$ cat config.mk
export PLATFORM = sky130hd
export DESIGN_NAME = ile_cell
export DESIGN_NICKNAME = d
export VERILOG_FILES = /design/src/design/ile_pkg.sv /design/src/design/ile_cell.sv
export SDC_FILE = /design/constraint.sdc
export NUM_CORES = 1
export LEC_CHECK = 0
export BUFFER_PORTS_ARGS = -buffer_cell sky130_fd_sc_hd__buf_2
export CAP_MARGIN = 30
export CORE_UTILIZATION = 35
export DETAILED_ROUTE_END_ITERATION = 10
export SYNTH_ARGS = -nofsm -noshare
export SYNTH_HDL_FRONTEND = slang
export SYNTH_SLANG_ARGS = --single-unit
export TNS_END_PERCENT = 20
$ cat constraint.sdc
create_clock -name i_clk -period 3.1 [get_ports i_clk]
set_clock_uncertainty 0.05 [all_clocks]
set_input_delay 0.31 -clock i_clk [delete_from_list [all_inputs] [get_ports i_clk]]
set_output_delay 0.31 -clock i_clk [all_outputs]
set_load 0.005 [all_outputs]
$ cat src/design/ile_pkg.sv
// Shared types and constants for the indexed list engine.
`timescale 1ns / 1ps

package ile_pkg;

    localparam int POS_W  = 7;
    localparam int VAL_W  = 32;
    localparam int LEN_W  = 7;
    localparam int FPOS_W = 6;

    typedef enum logic [2:0] {
        OP_APPEND       = 3'd0,
        OP_INSERT_AT    = 3'd1,
        OP_REMOVE_AT    = 3'd2,
        OP_REMOVE_VALUE = 3'd3,
        OP_READ_AT      = 3'd4,
        OP_WRITE_AT     = 3'd5,
        OP_FIND         = 3'd6,
        OP_CLEAR        = 3'd7
    } t_op;

    typedef enum logic [1:0] {
        ST_OK        = 2'd0,
        ST_RANGE     = 2'd1,
        ST_NOT_FOUND = 2'd2,
        ST_FULL      = 2'd3
    } t_status;

    // Work a probe carries down the cell chain
    typedef enum logic [2:0] {
        K_INSERT     = 3'd0,
        K_REMOVE_AT  = 3'd1,
        K_REMOVE_VAL = 3'd2,
        K_READ       = 3'd3,
        K_WRITE      = 3'd4,
        K_FIND       = 3'd5
    } t_kind;

    // word: search value, write value, or insert carry
    typedef struct packed {
        logic             valid;
        t_kind            kind;
        logic [VAL_W-1:0] word;
        logic [VAL_W-1:0] data;
        logic             hit;
    } t_probe;

    typedef struct packed {
        t_status           status;
        logic [VAL_W-1:0]  data_out;
        logic              found;
        logic [FPOS_W-1:0] found_position;
        logic [LEN_W-1:0]  length;
        logic              is_empty;
    } t_result;

endpackage

$ cat src/design/ile_cell.sv
// One list cell: holds one entry and acts on the probe passing through it.
`timescale 1ns / 1ps

module ile_cell #(
    parameter int INDEX = 0,
    parameter int IDX_W = 6,
    parameter int CNT_W = 7
) (
    input  logic                         i_clk,
    input  logic                         i_rst_n,
    input  ile_pkg::t_probe              i_probe,
    input  logic [IDX_W-1:0]             i_pos,
    input  logic [IDX_W-1:0]             i_hit_idx,
    input  logic [CNT_W-1:0]             i_count,
    input  logic [ile_pkg::VAL_W-1:0]    i_next_word,
    output ile_pkg::t_probe              o_probe,
    output logic [IDX_W-1:0]             o_pos,
    output logic [IDX_W-1:0]             o_hit_idx,
    output logic [ile_pkg::VAL_W-1:0]    o_word
);

    localparam logic [IDX_W-1:0] MY_IDX = IDX_W'(INDEX);
    localparam logic [CNT_W-1:0] MY_CNT = CNT_W'(INDEX);

    logic [ile_pkg::VAL_W-1:0] r_word;
    logic [ile_pkg::VAL_W-1:0] n_word;
    ile_pkg::t_probe           r_probe;
    ile_pkg::t_probe           n_probe;
    logic [IDX_W-1:0]          r_pos;
    logic [IDX_W-1:0]          r_hit_idx;
    logic [IDX_W-1:0]          n_hit_idx;
    logic                      live;
    logic                      first;
    logic                      at_pos;
    logic                      past_pos;

    always_comb begin
        n_word    = r_word;
        n_probe   = i_probe;
        n_hit_idx = i_hit_idx;
        live      = MY_CNT < i_count;
        first     = live && (r_word == i_probe.word) && !i_probe.hit;
        at_pos    = i_pos == MY_IDX;
        past_pos  = MY_IDX >= i_pos;
        if (i_probe.valid) begin
            case (i_probe.kind)
                ile_pkg::K_INSERT: begin
                    // take the carry, pass the old entry on
                    if (past_pos) begin
                        n_word       = i_probe.word;
                        n_probe.word = r_word;
                    end
                end
                ile_pkg::K_REMOVE_AT: begin
                    if (past_pos) begin
                        n_word = i_next_word;
                    end
                    if (at_pos) begin
                        n_probe.data = r_word;
                    end
                end
                ile_pkg::K_REMOVE_VAL: begin
                    if (first) begin
                        n_probe.hit = 1'b1;
                        n_hit_idx   = MY_IDX;
                    end
                    // the right neighbor has not been touched yet
                    if (first || i_probe.hit) begin
                        n_word = i_next_word;
                    end
                end
                ile_pkg::K_READ: begin
                    if (at_pos) begin
                        n_probe.data = r_word;
                    end
                end
                ile_pkg::K_WRITE: begin
                    if (at_pos) begin
                        n_word = i_probe.word;
                    end
                end
                ile_pkg::K_FIND: begin
                    if (first) begin
                        n_probe.hit = 1'b1;
                        n_hit_idx   = MY_IDX;
                    end
                end
                default: begin
                end
            endcase
        end
    end

    always_ff @(posedge i_clk) begin
        r_word    <= n_word;
        r_pos     <= i_pos;
        r_hit_idx <= n_hit_idx;
        if (!i_rst_n) begin
            r_probe.valid <= 1'b0;
        end else begin
            r_probe <= n_probe;
        end
    end

    assign o_probe   = r_probe;
    assign o_pos     = r_pos;
    assign o_hit_idx = r_hit_idx;
    assign o_word    = r_word;

endmodule
## After elaboration in Yosys (flattened, before gate mapping)

Cells that the tools add are included.

- Reduce and logical (&&, ||, !) cells: 10
- Equality and inequality tests: 10
- Muxes and demuxes: 15
- Order comparisons: 2

Operators by type and width:

| cell | count |
|---|---|
| 32-bit two-way mux | 8 |
| 32-bit one-hot mux with 4 select lines | 1 |
| 65-bit two-way mux | 1 |
| 32-bit == test | 1 |
| 6-bit two-way mux | 3 |
| 2-bit inequality test (second input constant) | 4 |
| 1-bit by 7-bit < comparator with 1-bit output (first input constant) | 1 |
| 3-bit by 2-bit == test with 1-bit output (second input constant) | 2 |
| 3-bit == test (second input constant) | 2 |
| 1-bit by 6-bit >= comparator with 1-bit output (first input constant) | 1 |
| 6-bit logical NOT | 1 |
| 6-bit AND reduction | 1 |
| 4-bit nonzero test | 1 |
| 2-bit OR reduction | 2 |
| 3-bit by 1-bit == test with 1-bit output (second input constant) | 1 |
| 3-bit logical NOT | 1 |
| 1-bit logical AND | 2 |
| 1-bit two-way mux | 2 |
| 1-bit logical NOT | 1 |
| 1-bit logical OR | 1 |

- Input bits: 122
- Output and inout bits: 113
- Bits in registers: 113

## Depth between registers and ports, before layout

Gate-level depths: netlist (run 1).

- Depth in word-level cells: 6
- Mapped depth: 6

## Worst setup path before layout (run 1)

No wires, ideal clock.

- Path kind: input-to-reg
- From: in i_pos[3]
- To: reg r_word, in the netlist o_word[0] (enable)
- Cell stages on the path: 5
- Arrival: 2.261 ns
- Path buffers: 0
- Setup time: 0.387 ns
- Slack: 0.403 ns
- Cells stage by stage: or4_4 > or4_4 > a21o_2 > o21ai_0 > o211a_1

- Word-level cells in the longest chain between the ends: 3
- Elaborated cells between the ends (all ways): 6

RTL lines:

| element | RTL line | source |
|---|---|---|
| from (decl) | ile_cell.sv:12 | `input logic [IDX_W-1:0] i_pos,` |
| 1-bit by 6-bit >= comparator with 1-bit output or 6-bit logical NOT (tied branches) | ile_cell.sv:44, ile_cell.sv:43 |  |
| 2-bit inequality test (no line) | -- |  |
| 6-bit AND reduction (no line) (*) | -- |  |
| to (signal assigned) | ile_cell.sv:95 | `r_word <= n_word;` |
| to (decl) | ile_cell.sv:25 | `logic [ile_pkg::VAL_W-1:0] r_word;` |

Mark *: on every way between the ends. The rest lies on a longest branch, timed or not.
A chain may end at the register's enable or synchronous reset.

==> results.sh, run 1 <==
export IMPL_die_h_um=123
export IMPL_leakagePower_uw=0.00307
export IMPL_synth_cell_types=28
export IMPL_crit_type="input port to flip-flop"
export IMPL_drc=0
export IMPL_grt_usage=0.178
export IMPL_cpMostUsedCell="or4_4"
export IMPL_p_per_area_mw_per_mm2=551
export IMPL_synth_top_area_frac=0.589
export IMPL_ir_worst_vdd_mv=0.325
export IMPL_cts_made_buffers=17
export IMPL_viasPerCell=4.65
export IMPL_most_common_layout_cells="buf_2, edfxtp_1, mux2_2"
export IMPL_die_x_um=123
export IMPL_clockBufferDepth=2
export IMPL_cp_end_kind="flip-flop"
export IMPL_critPathSlowestCell="dlygate4sd3_1"
export IMPL_synth_warnings=0
export IMPL_place_hpwl_um=9910
export IMPL_synth_area_leaders="edfxtp_1, mux2_2, mux2_4"
export IMPL_dp_cells=706
export IMPL_row_count=43
export IMPL_fin_crit_sh=0.928
export IMPL_clk_latency_ns=0.41
export IMPL_worst_pin_slew_ns=0.665
export IMPL_hold_ws_ns=0.100
export IMPL_port_buffers=234
export IMPL_wl_um=13300
export IMPL_cts_tree="yes"
export IMPL_cp_required_ns=3.20
export IMPL_grt_start_max_net_pins=33
export IMPL_ys_seq_area_frac=0.640
export IMPL_synth_avg_cell_area_um2=17.5
export IMPL_relSlewSlack=0.553
export IMPL_synth_nets=414
export IMPL_grt_pass1_vias=3565
export IMPL_r2r_cells=6
export IMPL_grt_overflow_total=0
export IMPL_worstPathArrival_ns=2.98
export IMPL_drive_gt1_frac=0.654
export IMPL_gp_congestion=0.749
export IMPL_cp_endpoint="o_probe[36]$_DFFE_PP_"
export IMPL_initial_utilization=0.363
export IMPL_r2r_slack_ns=0.35
export IMPL_period_minus_slack_ns=2.88
export IMPL_layout_commonest_cell="buf_2"
export IMPL_drv_slew=0
export IMPL_ios=235
export IMPL_clock_sinks=113
export IMPL_r2r_end="o_word[4]$_DFFE_PP_"
export IMPL_path_max_fanout=32
export IMPL_synth_cells=292
export IMPL_ys_ff_latch=113
export IMPL_hold_violations=0
export IMPL_crit_cells=7
export IMPL_max_stage_delay_ns=0.54
export IMPL_yosysTopAreaCell="edfxtp_1"
export IMPL_reg2reg_from="o_word[19]$_DFFE_PP_"
export IMPL_dieArea_mm2=0.0151
export IMPL_dr_pass1_iters=4
export IMPL_clkTransAtPathRegs_ns=0.05
export IMPL_grt_pass1_wl_um=19000
export IMPL_postRouteAntennaNets=0
export IMPL_hp_class="input port to flip-flop"
export IMPL_cap_violations=0
export IMPL_final_net_count=673
export IMPL_grt_setup_unrepaired="no"
export IMPL_synth_area_mm2=0.00510
export IMPL_crit_buf_inv=3
export IMPL_clockRootBuffer="clkbuf_16"
export IMPL_fmax_mhz=348
export IMPL_startpoint_type="input port"
export IMPL_htreeDepth=4
export IMPL_num_vias=3462
export IMPL_core_area_mm2=0.0140
export IMPL_fin_cells=745
export IMPL_routedWlPerCell_um=17.8
export IMPL_setup_viol=0
export IMPL_fin_setup_tns_ns=0
export IMPL_startpoint="i_pos[3]"
export IMPL_areaGrowthSynthToFinish_pct=39.0
export IMPL_antenna_found_initial=0
export IMPL_fillers=1252
export IMPL_path_cells="dlygate4sd3_1 -> buf_2 -> or4_4 -> or4_4 -> or2_2 -> buf_4 -> mux2_4"
export IMPL_worst_path_dominant_cell_family="simple AND/OR/NAND/NOR gates"
export IMPL_outcome="finished clean"
export IMPL_drt_iter0_drc=115
==> Yosys cell counts <==
cell and n:
o211a_1 1, or2_1 1, inv_1 1, nor4_1 10, a21boi_0 6, mux2_4 30, or4_4 2, xor2_1 32
nor2_1 1, buf_12 3, o21ai_0 1, nand4_1 1, nand2_1 4, a21oi_1 1, nand2b_1 2, mux2i_1 1
mux2_2 66, or4bb_1 1, nor3_1 3, buf_6 1, a21o_2 1, clkbuf_1 3, and2_1 1, buf_2 3
nand3_1 2, or2_2 1, edfxtp_1 100, dfxtp_1 13
==> worst register-to-register path, stage by stage (launching register included) <==
cell	delay (ns)
edfxtp_1	0.45
xor2_1	0.20
nor4_1	0.60
nand3_1	0.22
nor3_1	0.25
o211a_1	0.40
buf_4	0.27
==> power by group <==
| part | internal [µW] | leakage [µW] | switching [µW] |
|---|---|---|---|
| registers | 1770 | 0.00107 | 37.8 |
| clock network | 1080 | 0.000253 | 629 |
| logic | 221 | 0.00175 | 169 |
==> how the worst min path moves through the flow <==
stage | from | to | slack (ns) | depth (start not counted)
after floorplan | i_pos[0] | o_pos[0]$_DFF_P_ | 0.29 | 0
after global placement | i_pos[3] | o_pos[3]$_DFF_P_ | 0.38 | 1
after detailed placement | i_pos[0] | o_pos[0]$_DFF_P_ | 0.38 | 1
after CTS | i_probe[65] | o_probe[65]$_DFFE_PP_ | 0.07 | 1
after global routing | i_probe[66] | o_probe[66]$_DFFE_PP_ | 0.08 | 1
final | i_probe[65] | o_probe[65]$_DFFE_PP_ | 0.10 | 1
==> through the flow <==
stage                     setup WS, ns  instance area (µm²)  power, µW   util
after floorplan                  0.403                 5100       1980      -
after global placement           0.342                 6520       2220  0.464
after detailed placement         0.309                 6520       2230  0.464
after CTS                        0.265                 7090       3950  0.505
after global routing             0.179                 7090       4060  0.505
final                            0.224                 7090       3900  0.505
==> metal layers <==
metal	GRT usage	vias to the layer above	wire length, µm
li1	-	1648	-
met1	0.201	1657	5370
met2	0.303	140	6840
met3	0.0558	17	845
met4	0.0838	0	217
met5	0	-	0
==> registers in the layout (all words and copies together), names as in the netlist <==
| register | cells |
|---|---|
| o_hit_idx | 6 |
| o_probe | 69 |
| o_pos | 6 |
| o_word | 32 |
==> timing repair <==
action,4_1_cts,5_1_grt
hold buffers,6,0
hold endpoints to repair,6,0
setup buffers,0,0
resized for setup,0,0
==> area by class of cell <==
type                            count  area (µm²)  share of cell area
Sequential cell                   113        3260               0.460
Multi-Input combinational cell    168        1750               0.247
Timing Repair Buffer              250        1330               0.188
Clock buffer                       22         444              0.0626
Tap cell                          180         225              0.0318
Clock inverter                     10        68.8             0.00971
Inverter                            1        3.75            0.000529
Antenna cell                        1        2.50            0.000353
==> logic make-up (layout without fill, tap and decap cells) <==
kind of cell,after synthesis,in the layout,synth area share
flops,113,113,0.640
other cells,0,1,0
buf+inv,11,283,0.0199
mux,97,97,0.236
xor+xnor,32,32,0.0550
simple gates,29,29,0.0348
compound gates,10,10,0.0145
Power figures use the tool's default switching activity.
==> run 2, diff against run 1 <==
--- a/config.mk
+++ b/config.mk
@@ -9,6 +9,7 @@
 export CAP_MARGIN = 30
 export CORE_UTILIZATION = 35
 export DETAILED_ROUTE_END_ITERATION = 10
+export GPL_TIMING_DRIVEN = 0
 export SYNTH_ARGS = -nofsm -noshare
 export SYNTH_HDL_FRONTEND = slang
 export SYNTH_SLANG_ARGS = --single-unit
==> results.sh, run 2 (synthesis results as in run 1) <==
export IMPL_outcome="finished clean"
export IMPL_multi_input_area_mm2=0.00175
export IMPL_cts_made_buffers=17
export IMPL_clock_sinks=113
export IMPL_fmax_mhz=344
export IMPL_cts_tree="yes"
export IMPL_largest_reg_flops=69
export IMPL_grt_pass1_wl_um=19500
export IMPL_num_vias=3503
export IMPL_cp_required_ns=3.15
export IMPL_r2r_slack_ns=0.36
export IMPL_routedWlPerCell_um=18.2
export IMPL_finalWorstSetupSlack_ns=0.192
export IMPL_hp_class="input port to flip-flop"
export IMPL_p_per_area_mw_per_mm2=557
export IMPL_row_count=43
export IMPL_initial_utilization=0.363
export IMPL_fin_crit_sh=0.938
export IMPL_setup_viol=0
export IMPL_grt_start_max_net_pins=70
export IMPL_dr_pass1_iters=5
export IMPL_viasPerCell=4.71
export IMPL_cts_setup_buffers=0
export IMPL_period_minus_slack_ns=2.91
export IMPL_clockRootBuffer="clkbuf_16"
export IMPL_worst_pin_slew_ns=0.962
export IMPL_crit_type="input port to flip-flop"
export IMPL_relSlewSlack=0.358
export IMPL_place_hpwl_um=10100
export IMPL_final_net_count=674
export IMPL_placedInstanceArea_mm2=0.00652
export IMPL_drive_gt1_frac=0.652
export IMPL_clkTransAtPathRegs_ns=0.05
export IMPL_max_stage_delay_ns=0.54
export IMPL_antenna_found_initial=0
export IMPL_port_buffers=234
export IMPL_wl_um=13600
export IMPL_grt_overflow_total=0
export IMPL_most_common_layout_cells="buf_2, edfxtp_1, mux2_2"
export IMPL_ios=235
export IMPL_cp_end_kind="flip-flop"
export IMPL_fin_cells=744
export IMPL_leakagePower_uw=0.00307
export IMPL_hold_ws_ns=0.0983
export IMPL_grt_pass1_vias=3542
export IMPL_startpoint_type="input port"
export IMPL_grt_setup_unrepaired="no"
export IMPL_grt_usage=0.184
export IMPL_dp_cells=707
export IMPL_areaGrowthSynthToFinish_pct=39.7
export IMPL_path_max_fanout=21
export IMPL_die_x_um=123
export IMPL_clockBufferDepth=2
export IMPL_htreeDepth=4
export IMPL_die_h_um=123
export IMPL_layout_commonest_cell="buf_2"
export IMPL_pre_cts_slack_ns=0.198
export IMPL_worstPathArrival_ns=2.96
export IMPL_gp_congestion=0.771
export IMPL_hold_violations=0
export IMPL_clk_latency_ns=0.41
export IMPL_fin_setup_tns_ns=0
export IMPL_path_cells="dlygate4sd3_1 -> buf_2 -> or4_4 -> or4_4 -> a21o_2 -> o21ai_0 -> o211a_2 -> buf_12"
export IMPL_cap_violations=0
export IMPL_critPathSlowestCell="dlygate4sd3_1"
export IMPL_ir_worst_vdd_mv=0.282
export IMPL_drc=0
export IMPL_fillers=1243
export IMPL_drv_slew=0
export IMPL_layout_area_seq_mm2=0.00326
export IMPL_cpMostUsedCell="or4_4"
export IMPL_postRouteAntennaNets=0
export IMPL_drt_iter0_drc=144
export IMPL_design_area_mm2=0.00712
export IMPL_dieArea_mm2=0.0151
export IMPL_core_area_mm2=0.0140
[run 2: area by class of cell]
| class | count | share of cell area |
|---|---|---|
| antenna | 1 | 0.000351 |
| inverter | 1 | 0.000527 |
| clock buffer | 19 | 0.0608 |
| sequential | 113 | 0.458 |
| buffer | 10 | 0.0137 |
| tap | 180 | 0.0316 |
| timing repair buffer | 241 | 0.176 |
| multi-input combinational | 168 | 0.245 |
| clock inverter | 11 | 0.0137 |
[run 2: final timing paths]
kind,startpoint,to,cells after the start
setup / recovery,i_pos[3],o_word[19]$_DFFE_PP_,8
hold / removal,i_hit_idx[5],o_hit_idx[5]$_DFF_P_,2
setup reg to reg,o_word[18]$_DFFE_PP_,o_word[19]$_DFFE_PP_,6
hold reg to reg,o_word[6]$_DFFE_PP_,o_probe[39]$_DFFE_PP_,1
[run 2: metrics by stage]
stage	utilization	power (µW)
2_1_floorplan	-	1980
3_3_place_gp	0.463	2210
3_5_place_dp	0.464	2220
4_1_cts	0.506	4030
5_1_grt	0.507	4130
6_report	0.507	3970
[run 2: timing repair]
item	4_1_cts	5_1_grt
hold buffers	6	0
setup endpoints to repair	0	5
hold endpoints to repair	6	0
gates resized for setup	0	2
[run 2: critical path: cells and delay by family]
| kind | cells | cell delay (ns) |
|---|---|---|
| buffers and inverters | 3 | 0.92 |
| AO/OA/AOI/OAI | 3 | 0.72 |
| AND/OR/NAND/NOR | 2 | 0.98 |
[run 2: report_power, final]
| part | internal (µW) | switching (µW) |
|---|---|---|
| Sequential | 1770 | 36.1 |
| Combinational | 216 | 168 |
| Clock | 1150 | 630 |
[run 2: metal layers]
metal	GRT usage	vias up	part of all wire
li1	-	1645	-
met1	0.216	1695	0.41
met2	0.311	148	0.51
met3	0.0572	15	0.068
met4	0.0732	0	0.015
met5	0	-	0
==> run 3, diff against run 2 <==
--- a/config.mk
+++ b/config.mk
@@ -5,7 +5,7 @@
 export SDC_FILE = /design/constraint.sdc
 export NUM_CORES = 1
 export LEC_CHECK = 0
-export BUFFER_PORTS_ARGS = -buffer_cell sky130_fd_sc_hd__buf_2
+export BUFFER_PORTS_ARGS = -buffer_cell sky130_fd_sc_hd__buf_4
 export CAP_MARGIN = 30
 export CORE_UTILIZATION = 35
 export DETAILED_ROUTE_END_ITERATION = 10
==> results.sh, run 3 (synthesis results as in run 1) <==
export IMPL_grt_usage=0.185
export IMPL_drc=0
export IMPL_cp_end_kind="flip-flop"
export IMPL_period_minus_slack_ns=2.86
export IMPL_cts_made_buffers=17
export IMPL_grt_overflow_total=0
export IMPL_worstPathArrival_ns=2.91
export IMPL_drt_iter0_drc=149
export IMPL_fillers=1205
export IMPL_internal_power_uw=3150
export IMPL_worst_pin_slew_ns=0.927
export IMPL_path_max_fanout=23
export IMPL_fin_setup_tns_ns=0
export IMPL_cp_required_ns=3.15
export IMPL_dieArea_mm2=0.0151
export IMPL_grt_setup_unrepaired="no"
export IMPL_cts_setup_buffers=0
export IMPL_p_sw_uw=835
export IMPL_most_common_layout_cells="buf_4, edfxtp_1, mux2_2"
export IMPL_p_comb_frac=0.119
export IMPL_cts_resized_gates=0
export IMPL_place_hpwl_um=10300
export IMPL_p_clk_frac=0.426
export IMPL_clockRootBuffer="clkbuf_16"
export IMPL_p_sw_frac=0.209
export IMPL_cap_violations=0
export IMPL_outcome="finished clean"
export IMPL_drive_gt1_frac=0.644
export IMPL_dr_pass1_iters=4
export IMPL_ir_worst_vdd_mv=0.412
export IMPL_initial_utilization=0.363
export IMPL_finalWorstSetupSlack_ns=0.236
export IMPL_setup_viol=0
export IMPL_num_vias=3531
export IMPL_htreeDepth=4
export IMPL_layout_commonest_cell="buf_4"
export IMPL_clk_latency_ns=0.40
export IMPL_crit_type="input port to flip-flop"
export IMPL_core_area_mm2=0.0140
export IMPL_final_net_count=674
export IMPL_p_per_area_mw_per_mm2=519
export IMPL_ios=235
export IMPL_gp_congestion=0.792
export IMPL_fmax_mhz=349
export IMPL_pre_cts_slack_ns=0.295
export IMPL_fin_crit_sh=0.924
export IMPL_row_count=43
export IMPL_postRouteAntennaNets=0
export IMPL_cts_tree="yes"
export IMPL_power_frac_seq=0.455
export IMPL_die_x_um=123
export IMPL_viasPerCell=4.74
export IMPL_largest_reg_flops=69
export IMPL_grt_pass1_vias=3668
export IMPL_clock_sinks=113
export IMPL_port_buffers=234
export IMPL_relSlewSlack=0.382
export IMPL_antenna_found_initial=0
export IMPL_clockBufferDepth=2
export IMPL_grt_start_max_net_pins=70
export IMPL_grt_pass1_wl_um=20000
export IMPL_hp_class="input port to flip-flop"
export IMPL_clkTransAtPathRegs_ns=0.05
export IMPL_routedWlPerCell_um=18.7
export IMPL_diodes=0
export IMPL_areaGrowthSynthToFinish_pct=50.5
export IMPL_leakagePower_uw=0.00327
export IMPL_wl_um=14000
export IMPL_die_h_um=123
export IMPL_startpoint_type="input port"
export IMPL_hold_violations=0
export IMPL_drv_slew=0
## run 3: final cells by class
class,count,area [µm²],area share
Tap cell,180,225,0.0293
Clock inverter,11,71.3,0.00929
Inverter,1,3.75,0.000489
Buffer,10,97.6,0.0127
Clock buffer,21,440,0.0574
Timing Repair Buffer,241,1840,0.239
Multi-Input combinational cell,168,1740,0.226
Sequential cell,113,3260,0.425
## run 3: power by group through the flow
stage | registers (µW) | logic, µW | clock network, µW
floorplan | 1850 | 131 | 0
global placement | 1840 | 467 | 0
detailed placement | 1840 | 475 | 0
CTS | 1820 | 482 | 1730
global route | 1820 | 512 | 1810
finish | 1810 | 474 | 1700
## run 3: per-stage QoR
stage | power (µW) | instances | instance area (µm²) | hold slack [ns] | util
after floorplan | 1980 | 292 | 5100 | 0.288 | -
after global placement | 2310 | 706 | 7080 | 0.376 | 0.504
after detailed placement | 2320 | 707 | 7100 | 0.377 | 0.506
after CTS | 4030 | 745 | 7670 | 0.0541 | 0.546
after global routing | 4140 | 745 | 7670 | 0.0521 | 0.546
final | 3990 | 745 | 7670 | 0.0738 | 0.546
## run 3: per-layer routing
| metal | global-route usage | up-vias | share of wire |
|---|---|---|---|
| met1 | 0.211 | 1724 | 0.40 |
| met4 | 0.0671 | 0 | 0.017 |
| met3 | 0.0660 | 17 | 0.073 |
| met2 | 0.318 | 147 | 0.51 |
| li1 | - | 1643 | - |
| met5 | 0 | - | 0 |
## run 3: path summary, 6_finish.rpt
kind                           endpoint                 start  cells past startpoint  slack, ns
setup reg to reg   o_word[18]$_DFFE_PP_  o_word[14]$_DFFE_PP_                      6       0.33
hold / removal    o_probe[65]$_DFFE_PP_           i_probe[65]                      1       0.07
hold reg to reg   o_probe[60]$_DFFE_PP_  o_word[27]$_DFFE_PP_                      1       0.61
setup / recovery   o_word[18]$_DFFE_PP_              i_pos[3]                      8       0.24
## run 3: worst max-delay path, stage by stage
cell and delay (ns):
dlygate4sd3_1 0.54, buf_4 0.14, or4_4 0.53, or4_4 0.44
a21o_2 0.20, o21ai_0 0.07, o211a_2 0.43, buf_12 0.24
## run 3: repair_timing
action                     CTS  global route
hold endpoints to repair     6             0
hold buffers                 6             0
setup endpoints to repair    0             0
